`config.mk`:
```
export PLATFORM = sky130hd
export DESIGN_NAME = sha512h_ctrl
export DESIGN_NICKNAME = d
export VERILOG_FILES = /design/src/assert_macros.svh /design/src/sha512h_pkg.sv /design/src/sha512h_ctrl.sv
export SDC_FILE = /design/constraint.sdc
export NUM_CORES = 1
export LEC_CHECK = 0
export BUFFER_PORTS_ARGS = -buffer_cell sky130_fd_sc_hd__buf_2
export CORE_MARGIN = 2
export CORE_UTILIZATION = 40
export DETAILED_ROUTE_END_ITERATION = 8
export PLACE_DENSITY_LB_ADDON = 0.25
export SLEW_MARGIN = 0
export SYNTH_ARGS = -nofsm -noshare
export SYNTH_HDL_FRONTEND = slang
export SYNTH_SLANG_ARGS = --single-unit
```
`constraint.sdc`:
```
create_clock -name clk_i -period 2.3 [get_ports clk_i]
set_input_delay 0.46 -clock clk_i [delete_from_list [all_inputs] [get_ports clk_i]]
set_output_delay 0.46 -clock clk_i [all_outputs]
set_load 0.01 [all_outputs]
```
`src/assert_macros.svh`:
```
// Assertion macros for the SHA-512 hasher RTL.
// Bodies compile away when SYNTH is defined.
`ifndef ASSERT_MACROS_SVH
`define ASSERT_MACROS_SVH
`ifndef SYNTH
`define ASSERT_IMPLIES(lbl, clk, rstn, ante, cons) \
  lbl: assert property (@(posedge clk) disable iff (!rstn) (ante) |-> (cons)) \
    else $error("assertion failed");
`define ASSERT_NEXT(lbl, clk, rstn, ante, cons) \
  lbl: assert property (@(posedge clk) disable iff (!rstn) (ante) |=> (cons)) \
    else $error("assertion failed");
`else
`define ASSERT_IMPLIES(lbl, clk, rstn, ante, cons)
`define ASSERT_NEXT(lbl, clk, rstn, ante, cons)
`endif
`endif

```
`src/sha512h_pkg.sv`:
```
// Package for the SHA-512 stream hasher: payload types, command and status
// structs, round constants, initial hash values and a 64-bit rotate function.
package sha512h_pkg;

  localparam int unsigned BlockWords = 16;
  localparam int unsigned Rounds     = 80;
  localparam int unsigned PadLimit   = 112;
  localparam int unsigned BlockBytes = 128;
  localparam logic [7:0]  PadByte    = 8'h80;

  typedef struct packed {
    logic [7:0] msg_byte;
    logic       byte_present;
    logic       is_last;
  } in_item_t;

  typedef struct packed {
    logic [63:0] digest_word;
    logic [2:0]  word_index;
    logic        last_word;
  } out_item_t;

  typedef enum logic [2:0] {
    SelZero = 3'd0,
    SelByte = 3'd1,
    SelPad  = 3'd2
  } byte_sel_e;

  typedef struct packed {
    logic      put_byte;
    byte_sel_e byte_sel;
    logic      count_byte;
    logic      put_length;
    logic      start_comp;
    logic      round;
    logic      finish_comp;
    logic      restart;
  } dp_cmd_t;

  typedef struct packed {
    logic [6:0] fill;
    logic [6:0] round_idx;
  } dp_status_t;

  localparam logic [63:0] RoundK [Rounds] = '{
    64'h428a2f98d728ae22, 64'h7137449123ef65cd, 64'hb5c0fbcfec4d3b2f,
    64'he9b5dba58189dbbc, 64'h3956c25bf348b538, 64'h59f111f1b605d019,
    64'h923f82a4af194f9b, 64'hab1c5ed5da6d8118, 64'hd807aa98a3030242,
    64'h12835b0145706fbe, 64'h243185be4ee4b28c, 64'h550c7dc3d5ffb4e2,
    64'h72be5d74f27b896f, 64'h80deb1fe3b1696b1, 64'h9bdc06a725c71235,
    64'hc19bf174cf692694, 64'he49b69c19ef14ad2, 64'hefbe4786384f25e3,
    64'h0fc19dc68b8cd5b5, 64'h240ca1cc77ac9c65, 64'h2de92c6f592b0275,
    64'h4a7484aa6ea6e483, 64'h5cb0a9dcbd41fbd4, 64'h76f988da831153b5,
    64'h983e5152ee66dfab, 64'ha831c66d2db43210, 64'hb00327c898fb213f,
    64'hbf597fc7beef0ee4, 64'hc6e00bf33da88fc2, 64'hd5a79147930aa725,
    64'h06ca6351e003826f, 64'h142929670a0e6e70, 64'h27b70a8546d22ffc,
    64'h2e1b21385c26c926, 64'h4d2c6dfc5ac42aed, 64'h53380d139d95b3df,
    64'h650a73548baf63de, 64'h766a0abb3c77b2a8, 64'h81c2c92e47edaee6,
    64'h92722c851482353b, 64'ha2bfe8a14cf10364, 64'ha81a664bbc423001,
    64'hc24b8b70d0f89791, 64'hc76c51a30654be30, 64'hd192e819d6ef5218,
    64'hd69906245565a910, 64'hf40e35855771202a, 64'h106aa07032bbd1b8,
    64'h19a4c116b8d2d0c8, 64'h1e376c085141ab53, 64'h2748774cdf8eeb99,
    64'h34b0bcb5e19b48a8, 64'h391c0cb3c5c95a63, 64'h4ed8aa4ae3418acb,
    64'h5b9cca4f7763e373, 64'h682e6ff3d6b2b8a3, 64'h748f82ee5defb2fc,
    64'h78a5636f43172f60, 64'h84c87814a1f0ab72, 64'h8cc702081a6439ec,
    64'h90befffa23631e28, 64'ha4506cebde82bde9, 64'hbef9a3f7b2c67915,
    64'hc67178f2e372532b, 64'hca273eceea26619c, 64'hd186b8c721c0c207,
    64'heada7dd6cde0eb1e, 64'hf57d4f7fee6ed178, 64'h06f067aa72176fba,
    64'h0a637dc5a2c898a6, 64'h113f9804bef90dae, 64'h1b710b35131c471b,
    64'h28db77f523047d84, 64'h32caab7b40c72493, 64'h3c9ebe0a15c9bebc,
    64'h431d67c49c100d4c, 64'h4cc5d4becb3e42b6, 64'h597f299cfc657e2a,
    64'h5fcb6fab3ad6faec, 64'h6c44198c4a475817
  };

  localparam logic [63:0] InitHash [8] = '{
    64'h6a09e667f3bcc908, 64'hbb67ae8584caa73b, 64'h3c6ef372fe94f82b,
    64'ha54ff53a5f1d36f1, 64'h510e527fade682d1, 64'h9b05688c2b3e6c1f,
    64'h1f83d9abfb41bd6b, 64'h5be0cd19137e2179
  };

  function automatic logic [63:0] ror64(logic [63:0] x, int unsigned n);
    return (x >> n) | (x << (64 - n));
  endfunction

endpackage

```
`src/sha512h_ctrl.sv`:
```
// Controller for the SHA-512 stream hasher: sequences byte loads, padding,
// compression rounds and digest output. Depends on sha512h_pkg.
module sha512h_ctrl
  import sha512h_pkg::*;
(
  input  logic       clk_i,
  input  logic       rst_ni,
  input  logic       in_valid_i,
  output logic       in_ready_o,
  input  in_item_t   in_item_i,
  output logic       out_valid_o,
  input  logic       out_ready_i,
  output logic [2:0] out_idx_o,
  output dp_cmd_t    cmd_o,
  input  dp_status_t status_i
);

  typedef enum logic [6:0] {
    StIdle  = 7'b0000001,
    StComp  = 7'b0000010,
    StFin   = 7'b0000100,
    StPad   = 7'b0001000,
    StLen   = 7'b0010000,
    StOut   = 7'b0100000,
    StDone  = 7'b1000000
  } state_e;

  state_e     state_q, state_d;
  logic       last_q, last_d;   // compression belongs to the final padding
  logic       final_q, final_d; // length block already loaded
  logic       pad_q, pad_d;     // pad byte already written
  logic [2:0] idx_q, idx_d;

  logic acc;
  assign acc = in_valid_i && in_ready_o;
  assign in_ready_o  = (state_q == StIdle);
  assign out_valid_o = (state_q == StOut);
  assign out_idx_o   = idx_q;

  always_comb begin
    state_d = state_q;
    last_d  = last_q;
    final_d = final_q;
    pad_d   = pad_q;
    idx_d   = idx_q;
    cmd_o   = '0;
    cmd_o.byte_sel = SelZero;
    case (state_q)
      StIdle: begin
        if (acc) begin
          if (in_item_i.byte_present) begin
            cmd_o.put_byte   = 1'b1;
            cmd_o.byte_sel   = SelByte;
            cmd_o.count_byte = 1'b1;
          end
          last_d  = in_item_i.is_last;
          final_d = 1'b0;
          pad_d   = 1'b0;
          if (in_item_i.byte_present && status_i.fill == 7'd127) begin
            cmd_o.start_comp = 1'b1;
            state_d = StComp;
          end else if (in_item_i.is_last) begin
            state_d = StPad;
          end
        end
      end
      StPad: begin
        // pad byte first, then zeros up to the length field or block end
        cmd_o.put_byte = 1'b1;
        cmd_o.byte_sel = SelPad;
        pad_d = 1'b1;
        if (status_i.fill == 7'd127) begin
          cmd_o.start_comp = 1'b1;
          state_d = StComp;
        end else begin
          state_d = StLen;
        end
      end
      StLen: begin
        if (status_i.fill > 7'(PadLimit)) begin
          cmd_o.put_byte = 1'b1;
          cmd_o.byte_sel = SelZero;
          if (status_i.fill == 7'd127) begin
            cmd_o.start_comp = 1'b1;
            state_d = StComp;
          end
        end else if (status_i.fill < 7'(PadLimit)) begin
          cmd_o.put_byte = 1'b1;
          cmd_o.byte_sel = SelZero;
        end else begin
          cmd_o.put_length = 1'b1;
          cmd_o.start_comp = 1'b1;
          final_d = 1'b1;
          state_d = StComp;
        end
      end
      StComp: begin
        cmd_o.round = 1'b1;
        if (status_i.round_idx == 7'(Rounds - 1)) state_d = StFin;
      end
      StFin: begin
        cmd_o.finish_comp = 1'b1;
        if (!last_q) state_d = StIdle;
        else if (final_q) begin
          idx_d = '0;
          state_d = StOut;
        end else if (pad_q) state_d = StLen;
        else state_d = StPad;
      end
      StOut: begin
        if (out_ready_i) begin
          idx_d = idx_q + 3'd1;
          if (idx_q == 3'd7) state_d = StDone;
        end
      end
      StDone: begin
        cmd_o.restart = 1'b1;
        last_d  = 1'b0;
        state_d = StIdle;
      end
      default: state_d = StIdle;
    endcase
  end

  always_ff @(posedge clk_i or negedge rst_ni) begin
    if (!rst_ni) begin
      state_q <= StIdle;
      last_q  <= 1'b0;
      final_q <= 1'b0;
      pad_q   <= 1'b0;
      idx_q   <= '0;
    end else begin
      state_q <= state_d;
      last_q  <= last_d;
      final_q <= final_d;
      pad_q   <= pad_d;
      idx_q   <= idx_d;
    end
  end

endmodule

```
== After elaboration in Yosys (flattened, before gate mapping) ==
Index checks and enable logic that the tools add are counted.

* Output and inout bits: 15
* Input bits: 28
* Logic and storage cells: 82
* Register bits: 13

* $add $sub $neg: 1
* Reduce and logical (&&, ||, !) cells: 11
* Eq/ne operators: 21
* Magnitude comparators: 2
* Multiplexer cells: 42

{| class="wikitable"
|+ Operator list
! cell !! number
|-
| $mux W7 || 11
|-
| $pmux W7 S6 || 1
|-
| $eq A7 B7 Y1 const B || 3
|-
| $mux W5 || 4
|-
| $mux W1 || 14
|-
| $pmux W4 S3 || 1
|-
| $ne A2 B2 Y1 const B || 5
|-
| $mux W3 || 3
|-
| $mux W4 || 2
|-
| $reduce_and A4 Y1 || 2
|-
| $reduce_bool A2 Y1 || 4
|-
| $eq A7 B1 Y1 const B || 1
|-
| $eq A7 B2 Y1 const B || 1
|-
| $eq A7 B3 Y1 const B || 1
|-
| $eq A7 B4 Y1 const B || 1
|-
| $eq A7 B5 Y1 const B || 1
|-
| $eq A7 B6 Y1 const B || 1
|-
| $gt A7 B7 Y1 const B || 1
|-
| $lt A7 B7 Y1 const B || 1
|-
| $reduce_and A7 Y1 || 1
|-
| $ne A2 B1 Y1 const B || 3
|-
| $ne A3 B3 Y1 const B || 2
|-
| $pmux W1 S2 || 3
|-
| $pmux W3 S2 || 1
|-
| 7 further kinds || 9
|}

== Depth between registers and ports, before layout ==
Gate-level depths: netlist (run 1).

* Depth in word-level cells: 5
* Mapped depth: 5
* Mapped depth without buffers: 4

== Least setup slack after synthesis (run 1) ==
OpenSTA, ideal clock, no wires.

* Kind: flip-flop to output port
* Start point: register state_q[4]
* End point: output cmd_o[3] in the netlist's numbering
* Setup slack: 0.023 ns
* Cell stages (with the launch flop): 6
* Arrival time: 1.817 ns
* Path buffers: 1
* Cell sequence: dfrtp_1 > or3_1 > clkbuf_1 > nor4_1 > o21ai_0 > nand2_1

{| class="wikitable"
|+ RTL lines
! what !! RTL line !! text
|-
| start: declaration || sha512h_ctrl.sv:28 || <nowiki>state_e state_q, state_d;</nowiki>
|-
| start signal: assignment || sha512h_ctrl.sv:127 || <nowiki>state_q <= StIdle;</nowiki>
|-
| start signal: assignment || sha512h_ctrl.sv:133 || <nowiki>state_q <= state_d;</nowiki>
|-
| end: declaration || sha512h_ctrl.sv:14 || <nowiki>output dp_cmd_t cmd_o,</nowiki>
|}

==> summary.txt, run 1 <==
Route
  – Drt first-iter violations: 15
  – Via/cell ratio: 5.28
  – Drt first pass iters: 4
  – Detailed Route WL: 2250 um
  – DRT antenna net count: 0
  – Routed WL per cell: 13.5 um
  – Via count: 881
  – Post-route DRC: 0

STA
  – Tcrit/Tclk final: 108%
  – Final setup viols: 5
  – Final worst slack: -181 ps
  – Fin. Hold Viols: 0
  – Max Slew Vio Count: 0
  – Clk_skew: 2.14 ps
  – Max Clock Freq: 403 MHz
  – Unrepaired setup endpoints after global routing: true
  – Final TNS setup: -560 ps
  – Fin crit period: 2480 ps

Global routing
  – GRT Util Overall: 18.7%
  – First-pass GRT wire length: 3510 um
  – Number of antenna violations at the first check in global routing: 0
  – Vias in the first global route: 790
  – Largest net degree at the start of global routing: 14
  – Total grt overflow: 0

Logic synthesis
  – Syn Std Cell Area: 843 um2
  – Post-synthesis cell type count: 40
  – Synth top area share: 35.6%
  – Yosys warnings: 0
  – Largest cells by area after synthesis: dfrtp_1 (36%), or3_1 (3.7%), nor2_1 (3.6%), nor3b_1 (3.6%), dfstp_2 (3.1%)
  – #FFs+latches synth: 13
  – Area leader, netlist: dfrtp_1
  – Asr flop ratio synth: 100%
  – Top_reg_cell synth: dfrtp_1
  – Syn avg cell area: 9.27 um2
  – Syn_nets: 121
  – Number of enable flip-flop cells after synthesis: 0
  – Synth Instances: 91
  – Seq/Total Area, Yosys: 38.7%

Outcome
  – Failing checks: negative setup slack
  – Status: complete, but fails checks

Run
  – Max-Cap Viols: 0

Setup path
  – Top Family by Delay on Critical Path: simple AND/OR/NAND/NOR gates
  – Worst-path cell chain: or4_4 -> or3_4 -> a211o_1 -> nand2_1 -> buf_2
  – Cells on worst reg2reg path: 5
  – Critical Path AT: 2020 ps
  – Crit path max fanout: 3
  – Reg2Reg Capture Point: out_idx_o[0]$_DFFE_PN0P_
  – Critical R2R Launch: state_q[2]$_DFFE_PN0P_
  – R2R Setup Slk: 240 ps
  – Crit Path Category: register to primary output
  – CP Launch Point: state_q[2]$_DFFE_PN0P_
  – Critical Path Max Stage Delay: 540 ps
  – Slowest CP cell: or4_4
  – Critical path required time: 1840 ps
  – CP Launch Type: register
  – Crit. End Element: primary output
  – Buf/Inv on CP: 1

Floorplan
  – Chip Width: 49.9 um
  – # rows: 16
  – Core ar.: 1980 um2
  – Die Y: 49.9 um
  – DIE AREA: 2490 um2
  – Initial Util: 42.6%
  – I/O pin total: 43

Cells and area
  – Commonest non-fill, non-tap cells in the layout: buf_2 (33), buf_4 (15), dfrtp_1 (11)
  – Commonest non-fill, non-tap cell in the layout: buf_2
  – Ratio of cells with drive above 1 in the final layout: 50.7%
  – N_diodes: 0
  – Final #Nets: 171
  – Syn-to-layout area delta: 47.0%

Clocking
  – Worst skew pair latency: 290 ps
  – # hold bufs at CTS: 0
  – CTS max path bufs: 2
  – CTS Buf Count: 3
  – CTS root buf: clkbuf_4
  – TritonCTS clock tree: built
  – H-tree levels: 1
  – Clk slew on worst S/H paths: 90 ps
  – Clock sink total: 13

Place
  – Worst Setup Slack post-DPL: 16.7 ps
  – Buffers on Ports: 33
  – Final GP Congestion: 0.837
  – Hpwl dp: 1670 um

Power and ir drop
  – Max VDD drop: 0.366 mV
  – LEAKAGE: 0.000654 uW
  – PwrDens: 754 nW/um2

Hold path
  – Hold WC Path Type: input pin to asynchronous set/reset pin
-- metal layers --
layer	GRT usage (%)	part of all wire (%)	up-vias
met2	28.4	47	33
met3	2.12	4.5	5
met1	25.9	46	400
met4	9.72	2.1	0
met5	0	0	-
li1	-	-	443
-- worst reg2reg max path, stage by stage, from the launching register on --
cell and delay, ps:
dfrtp_1 380, or4_4 540, buf_4 170, nor4_2 410, a21oi_1 150, mux2_2 300
-- kinds of logic (layout without fill, tap and decap cells) --
logic type,count (synthesis),in the layout,share of synthesized area (%)
adder cells (fa/ha/maj),2,2,2.97
other,1,1,0.445
AND/OR/NAND/NOR,45,45,34.6
flip-flops,13,13,38.7
buffers and inverters,7,56,3.56
multiplexers,2,2,2.52
AO/OA/AOI/OAI,21,21,17.2
-- registers in the layout (all words and copies together), names as in the netlist --
name       count
state_q        7
last_q         1
final_q        1
out_idx_o      3
pad_q          1
-- Yosys cell counts (all sizes together) (2+ instances only) --
cell type,number
dfrtp,12
nor2,8
or3,6
a21oi,4
inv,4
nor3b,4
nor4,4
o21ai,4
a21o,3
a22o,3
nand2b,3
nand4,3
nor3,3
clkbuf,2
ha,2
nand2,2
nand3,2
nand3b,2
nor2b,2
or4,2
-- worst max-delay path by stage --
stage | endpoint | slack (ps) | cells after the start
6_report | cmd_o[3] | -180 | 5
4_1_cts | cmd_o[3] | -190 | 5
5_1_grt | cmd_o[3] | -250 | 5
3_3_place_gp | cmd_o[3] | 30 | 5
2_1_floorplan | cmd_o[3] | 20 | 5
3_5_place_dp | cmd_o[3] | 20 | 5
-- area by class of cell --
class | count | area, um2
fillers | 164 | 742
multi-input cells | 71 | 558
flip-flops and latches | 13 | 328
repair buffers | 48 | 278
well taps | 27 | 33.8
clock buffers | 3 | 22.5
inverters | 4 | 15.0
clock inverters | 1 | 5.00
-- per-stage QoR --
| stage | cells | cell area, um2 | hold slack (ps) | util (%) | total power, uW |
|---|---|---|---|---|---|
| after global placement | 156 | 1090 | 361 | 54.9 | 688 |
| after global routing | 167 | 1240 | 57.0 | 62.6 | 992 |
| after floorplan | 91 | 843 | 164 | - | 550 |
| final | 167 | 1240 | 42.8 | 62.6 | 935 |
| after CTS | 162 | 1150 | 53.2 | 58.2 | 873 |
| after detailed placement | 156 | 1090 | 366 | 54.9 | 697 |
-- repair_timing --
action | 4_1_cts | 5_1_grt
setup endpoints to repair | 7 | 9
gates resized for setup | 5 | 11
pin swaps | 4 | 2
setup buffers | 2 | 5
-- where the power goes --
group / total [uW] / internal [uW] / switching (uW)
clock: 149 / 64.7 / 84.3
combinational: 477 / 235 / 242
sequential: 309 / 274 / 34.7
(Power assumes the default switching activity.)
==> inputs of run 2 (changes only) <==
CORE_UTILIZATION = 44   (was 40)
clock period = 2.7 ns   (was 2.3 ns; I/O delays follow)
==> summary.txt, run 2 (synthesis results as in run 1) <==
Setup path
  – CP Launch Type: register
  – Crit Path Category: register to primary output
  – Crit. End Element: primary output
  – Critical Path AT: 2070 ps (+50 ps)
  – Crit path max fanout: 4 (+1)
  – Critical path required time: 2160 ps (+320 ps)

Clocking
  – Clk slew on worst S/H paths: 80 ps (about the same)
  – CTS max path bufs: 2 (unchanged)
  – TritonCTS clock tree: built
  – # hold bufs at CTS: 0 (unchanged)
  – CTS Buf Count: 3 (unchanged)
  – Worst skew pair latency: 270 ps (-20 ps)
  – Setup Fix Bufs, Post-CTS: 0 (-2)
  – Clock sink total: 13 (unchanged)
  – CTS root buf: clkbuf_4
  – H-tree levels: 1 (unchanged)

Hold path
  – Hold WC Path Type: input pin to asynchronous set/reset pin

STA
  – Clk_skew: 2.53 ps (+0.391 ps)
  – Final TNS setup: 0 ps (+560 ps)
  – Tcrit/Tclk final: 96.8%
  – Max Slew Vio Count: 0 (unchanged)
  – Fin crit period: 2610 ps
  – Unrepaired setup endpoints after global routing: false
  – Fin. Hold Viols: 0 (unchanged)
  – Max Clock Freq: 382 MHz
  – Final setup viols: 0 (-5)

Cells and area
  – Reg with most FFs: state_q
  – N_diodes: 0 (unchanged)
  – Final #Nets: 158 (-7.6%)
  – Commonest non-fill, non-tap cell in the layout: buf_2
  – Syn-to-layout area delta: 27.7%
  – Final instance area: 1080 um2 (-13%)
  – Max FFs per register: 7 (unchanged)
  – Commonest non-fill, non-tap cells in the layout: buf_2 (33), dfrtp_1 (12), nor2_1 (8)
  – Ratio of cells with drive above 1 in the final layout: 37.8% (-13 points)
  – Fillers: 177 (+7.9%)

Route
  – Drt first pass iters: 4 (unchanged)
  – DRT antenna net count: 0 (unchanged)
  – Drt first-iter violations: 22 (+7)
  – Via/cell ratio: 5.61 (+6.4%)
  – Routed WL per cell: 12.8 um (-5.0%)
  – Via count: 853 (-3.2%)
  – Detailed Route WL: 1950 um (-14%)
  – Post-route DRC: 0 (unchanged)

Global routing
  – Vias in the first global route: 766 (-3.0%)
  – GRT Util Overall: 21.1% (+2.4 points)
  – Total grt overflow: 0 (unchanged)
  – Largest net degree at the start of global routing: 14 (unchanged)
  – Number of antenna violations at the first check in global routing: 0 (unchanged)
  – First-pass GRT wire length: 3300 um (-5.9%)

Floorplan
  – I/O pin total: 43 (unchanged)
  – DIE AREA: 2280 um2 (-8.4%)
  – Core ar.: 1760 um2 (-11%)
  – # rows: 15 (-1)
  – Die Y: 47.8 um (-4.3%)
  – Initial Util: 47.8% (+5.3 points)
  – Chip Width: 47.8 um (-4.3%)

Power and ir drop
  – LEAKAGE: 0.000562 uW (-14%)
  – Max VDD drop: 0.373 mV (+1.9%)
  – PwrDens: 633 nW/um2 (-16%)

Place
  – Hpwl dp: 1580 um (-5.2%)
  – Area of placed instances: 1040 um2 (-4.4%)
  – Final GP Congestion: 0.791 (-5.5%)
  – Buffers on Ports: 33 (unchanged)

Outcome
  – Status: finished, final reports clean

Run
  – Max-Cap Viols: 0 (unchanged)
run 2: changes by cell type in the layout (fill, tap and decap cells not counted), moves of 2 or more:
| cell | previous run | this run |
|---|---|---|
| buf_4 | 15 | 2 |
| or3_1 | 2 | 5 |
| or3_4 | 4 | 1 |
| nor3b_1 | 1 | 3 |
| nor3b_2 | 3 | 1 |
run 2: area by class of cell:
class	count	area, um2	area share [%]
timing repair buffer	35	180	16.7
sequential	13	327	30.3
tap	25	31.3	2.90
clock buffer	4	26.3	2.44
inverter	4	15.0	1.39
multi-input combinational	71	498	46.2
run 2: final timing paths:
check                                  startpoint                  endpoint  slack, ps  cells after the start
max in group asynchronous                  rst_ni    state_q[0]$_DFFE_PN1P_       2290                      1
setup reg to reg           state_q[1]$_DFFE_PN0P_  out_idx_o[0]$_DFFE_PN0P_        780                      4
hold / removal                             rst_ni    state_q[6]$_DFFE_PN0P_        140                      1
hold reg to reg                 pad_q$_DFFE_PN0P_         pad_q$_DFFE_PN0P_        510                      1
setup / recovery           state_q[1]$_DFFE_PN0P_                  cmd_o[3]         90                      5
min in group clk_i              pad_q$_DFFE_PN0P_         pad_q$_DFFE_PN0P_        510                      1
run 2: metrics by stage:
step	instances	hold slack (ps)	util [%]	power, uW	setup slack [ps]
floorplan	91	244	-	468	343
global placement	148	437	58.9	549	317
detailed placement	148	439	58.9	562	296
CTS	152	144	60.4	679	32.9
global route	152	141	61.1	745	0.731
finish	152	139	61.1	682	85.2
run 2: routing by layer:
| layer | vias to the layer above | part of all wire [%] | wire length (um) | global-route usage, % |
|---|---|---|---|---|
| li1 | 418 | - | - | - |
| met2 | 32 | 49 | 946 | 32.0 |
| met4 | 0 | 1.5 | 29 | 10.8 |
| met5 | - | 0 | 0 | 0 |
| met3 | 2 | 4.9 | 95 | 2.64 |
| met1 | 401 | 45 | 877 | 29.4 |
run 2: power by group:
part / leakage (uW) / total, uW / internal [uW] / switching [uW]
logic: 0.000376 / 289 / 129 / 160
clock network: 0.0000150 / 118 / 57.2 / 61.3
registers: 0.000172 / 275 / 233 / 41.9
total: 0.000562 / 682 / 419 / 263
run 2: repair_timing:
item / in CTS / in global routing
gates resized for setup: 0 / 2
pin swaps: 1 / 1
endpoints found under the setup margin: 1 / 2
endpoints found under the hold margin: 0 / 0
run 2: critical path: stages (launching register included):
cell     delay (ps)
dfrtp_1         400
or4_4           570
or3_4           380
a211o_1         260
nand2_1          70
buf_2           120
==> inputs of run 3 (changes only) <==
CELL_PAD_IN_SITES_DETAIL_PLACEMENT = 1   (was default)
CELL_PAD_IN_SITES_GLOBAL_PLACEMENT = 1   (was default)
CORE_UTILIZATION = 31   (was 44)
==> summary.txt, run 3 (synthesis results as in run 1) <==
Outcome
  – Status: finished, final reports clean

Setup path
  – R2R Setup Slk: 810 ps (+30 ps)
  – Worst-path cell chain: or4_4 -> or3_4 -> a211o_1 -> nand2_1 -> buf_2
  – Slowest CP cell: or4_4
  – Critical path required time: 2160 ps (about the same)
  – Buf/Inv on CP: 1 (unchanged)
  – Crit Path Category: register to primary output
  – Crit path max fanout: 4 (unchanged)
  – Critical Path Max Stage Delay: 570 ps (about the same)
  – Critical Path AT: 2100 ps (+30 ps)
  – Crit. End Element: primary output
  – Top Family by Delay on Critical Path: simple AND/OR/NAND/NOR gates
  – CP Launch Type: register

Cells and area
  – Commonest non-fill, non-tap cell in the layout: buf_2
  – Commonest non-fill, non-tap cells in the layout: buf_2 (33), dfrtp_1 (11), nor2_1 (8)
  – Max FFs per register: 7 (unchanged)
  – N_diodes: 0 (unchanged)
  – Final #Nets: 162 (+2.5%)
  – Syn-to-layout area delta: 32.2%
  – Final Util: 44.2% (-17 points)
  – Ratio of cells with drive above 1 in the final layout: 40.5% (+2.7 points)
  – Reg with most FFs: state_q
  – Final instance area: 1110 um2 (+3.5%)

Floorplan
  – Core ar.: 2520 um2 (+43%)
  – Die Y: 56.2 um (+18%)
  – Chip Width: 56.2 um (+18%)
  – I/O pin total: 43 (unchanged)
  – DIE AREA: 3150 um2 (+38%)
  – Initial Util: 33.4% (-14 points)
  – # rows: 18 (+3)

Route
  – Drt first-iter violations: 11 (-50%)
  – Routed WL per cell: 15.3 um (+19%)
  – Detailed Route WL: 2460 um (+26%)
  – DRT antenna net count: 0 (unchanged)
  – Drt first pass iters: 4 (unchanged)
  – Via/cell ratio: 5.45 (-2.8%)
  – Post-route DRC: 0 (unchanged)
  – Via count: 878 (+2.9%)

Global routing
  – GR Layer Usage met2: 26.6% (-5.4 points)
  – GRT Util Overall: 15.6% (-5.4 points)
  – Grt met3 use: 1.40% (-1.2 points)
  – Vias in the first global route: 828 (+8.1%)
  – GR Util met1: 21.2% (-8.2 points)
  – Number of antenna violations at the first check in global routing: 0 (unchanged)
  – First-pass GRT wire length: 3880 um (+18%)
  – Global route hottest layer: met2
  – Total grt overflow: 0 (unchanged)
  – Largest net degree at the start of global routing: 14 (unchanged)

Clocking
  – TritonCTS clock tree: built
  – CTS Buf Count: 3 (unchanged)
  – CTS root buf: clkbuf_4
  – Worst skew pair latency: 270 ps (about the same)
  – Clk slew on worst S/H paths: 80 ps (about the same)
  – CTS max path bufs: 2 (unchanged)
  – H-tree levels: 1 (unchanged)
  – Clock sink total: 13 (unchanged)
  – # hold bufs at CTS: 0 (unchanged)

Run
  – Max-Cap Viols: 0 (unchanged)

STA
  – Max Clock Freq: 379 MHz (-0.84%)
  – Clk_skew: 2.81 ps (+0.272 ps)
  – Max Slew Vio Count: 0 (unchanged)
  – Final worst slack: 63.1 ps (-22.1 ps)
  – Final TNS setup: 0 ps (unchanged)
  – Tcrit/Tclk final: 97.7% (+0.82 points)
  – Final setup viols: 0 (unchanged)
  – Fin. Hold Viols: 0 (unchanged)
  – Fin crit period: 2640 ps (+22.1 ps)

Place
  – Hpwl dp: 1850 um (+17%)
  – Area of placed instances: 1040 um2 (-0.12%)
  – Worst Setup Slack post-DPL: 207 ps (-88.9 ps)
  – Buffers on Ports: 33 (unchanged)
  – Final GP Congestion: 0.747 (-5.5%)

Power and ir drop
  – Power consumption: 719 uW (+5.4%)
  – LEAKAGE: 0.000579 uW (+2.9%)
  – Max VDD drop: 0.240 mV (-36%)
  – PwrDens: 645 nW/um2 (+1.9%)

Hold path
  – Hold WC Path Type: input pin to asynchronous set/reset pin
run 3: changes by cell type in the layout (fill, tap and decap cells not counted):
cell	before	now
nor3b_2	1	0
or3_4	1	2
or3_1	5	4
dfrtp_1	12	11
nor3b_1	3	4
buf_4	2	6
dfrtp_2	0	1
run 3: worst register-to-register path, cell delays in order (launching register included):
cell     delay (ps)
dfrtp_1         380
or4_4           570
nor4_2          410
a21oi_1         130
mux2_2          290
run 3: where the power goes:
part | switching, uW | total [uW] | leakage (uW) | internal (uW)
clock network | 59.7 | 117 | 0.0000150 | 57.1
logic | 186 | 334 | 0.000393 | 148
registers | 35.4 | 268 | 0.000170 | 232
run 3: through the flow:
| step | hold WS, ps | instances |
|---|---|---|
| final | 151 | 161 |
| after global routing | 153 | 161 |
| after CTS | 157 | 157 |
| after detailed placement | 447 | 152 |
| after global placement | 441 | 152 |
| after floorplan | 244 | 91 |
run 3: path summary, 6_finish.rpt:
| path | startpoint | end | cells past startpoint |
|---|---|---|---|
| setup / recovery | state_q[2]$_DFFE_PN0P_ | cmd_o[3] | 5 |
| hold / removal | rst_ni | last_q$_DFFE_PN0P_ | 1 |
| setup reg to reg | state_q[2]$_DFFE_PN0P_ | out_idx_o[0]$_DFFE_PN0P_ | 4 |
| hold reg to reg | pad_q$_DFFE_PN0P_ | pad_q$_DFFE_PN0P_ | 1 |
| max in group asynchronous | rst_ni | state_q[0]$_DFFE_PN1P_ | 1 |
| min in group clk_i | pad_q$_DFFE_PN0P_ | pad_q$_DFFE_PN0P_ | 1 |
run 3: area by class of cell:
type / instances / area (um2)
sequential: 13 / 328
fill: 318 / 1410
clock buffer: 4 / 26.3
timing repair buffer: 39 / 210
multi-input combinational: 71 / 498
inverter: 4 / 15.0
tap: 30 / 37.5
run 3: per-layer routing:
metal  routed length, um  part of all wire [%]
met1                1110                    45
met4                  36                   1.5
met5                   0                     0
met3                  82                   3.3
met2                1230                    50
run 3: repair_timing:
item	CTS	global route
endpoints found under the setup margin	1	2
hold endpoints to repair	0	0
resized for setup	1	2
pin swaps	1	3
gates cloned	0	0
buffers inserted	1	4
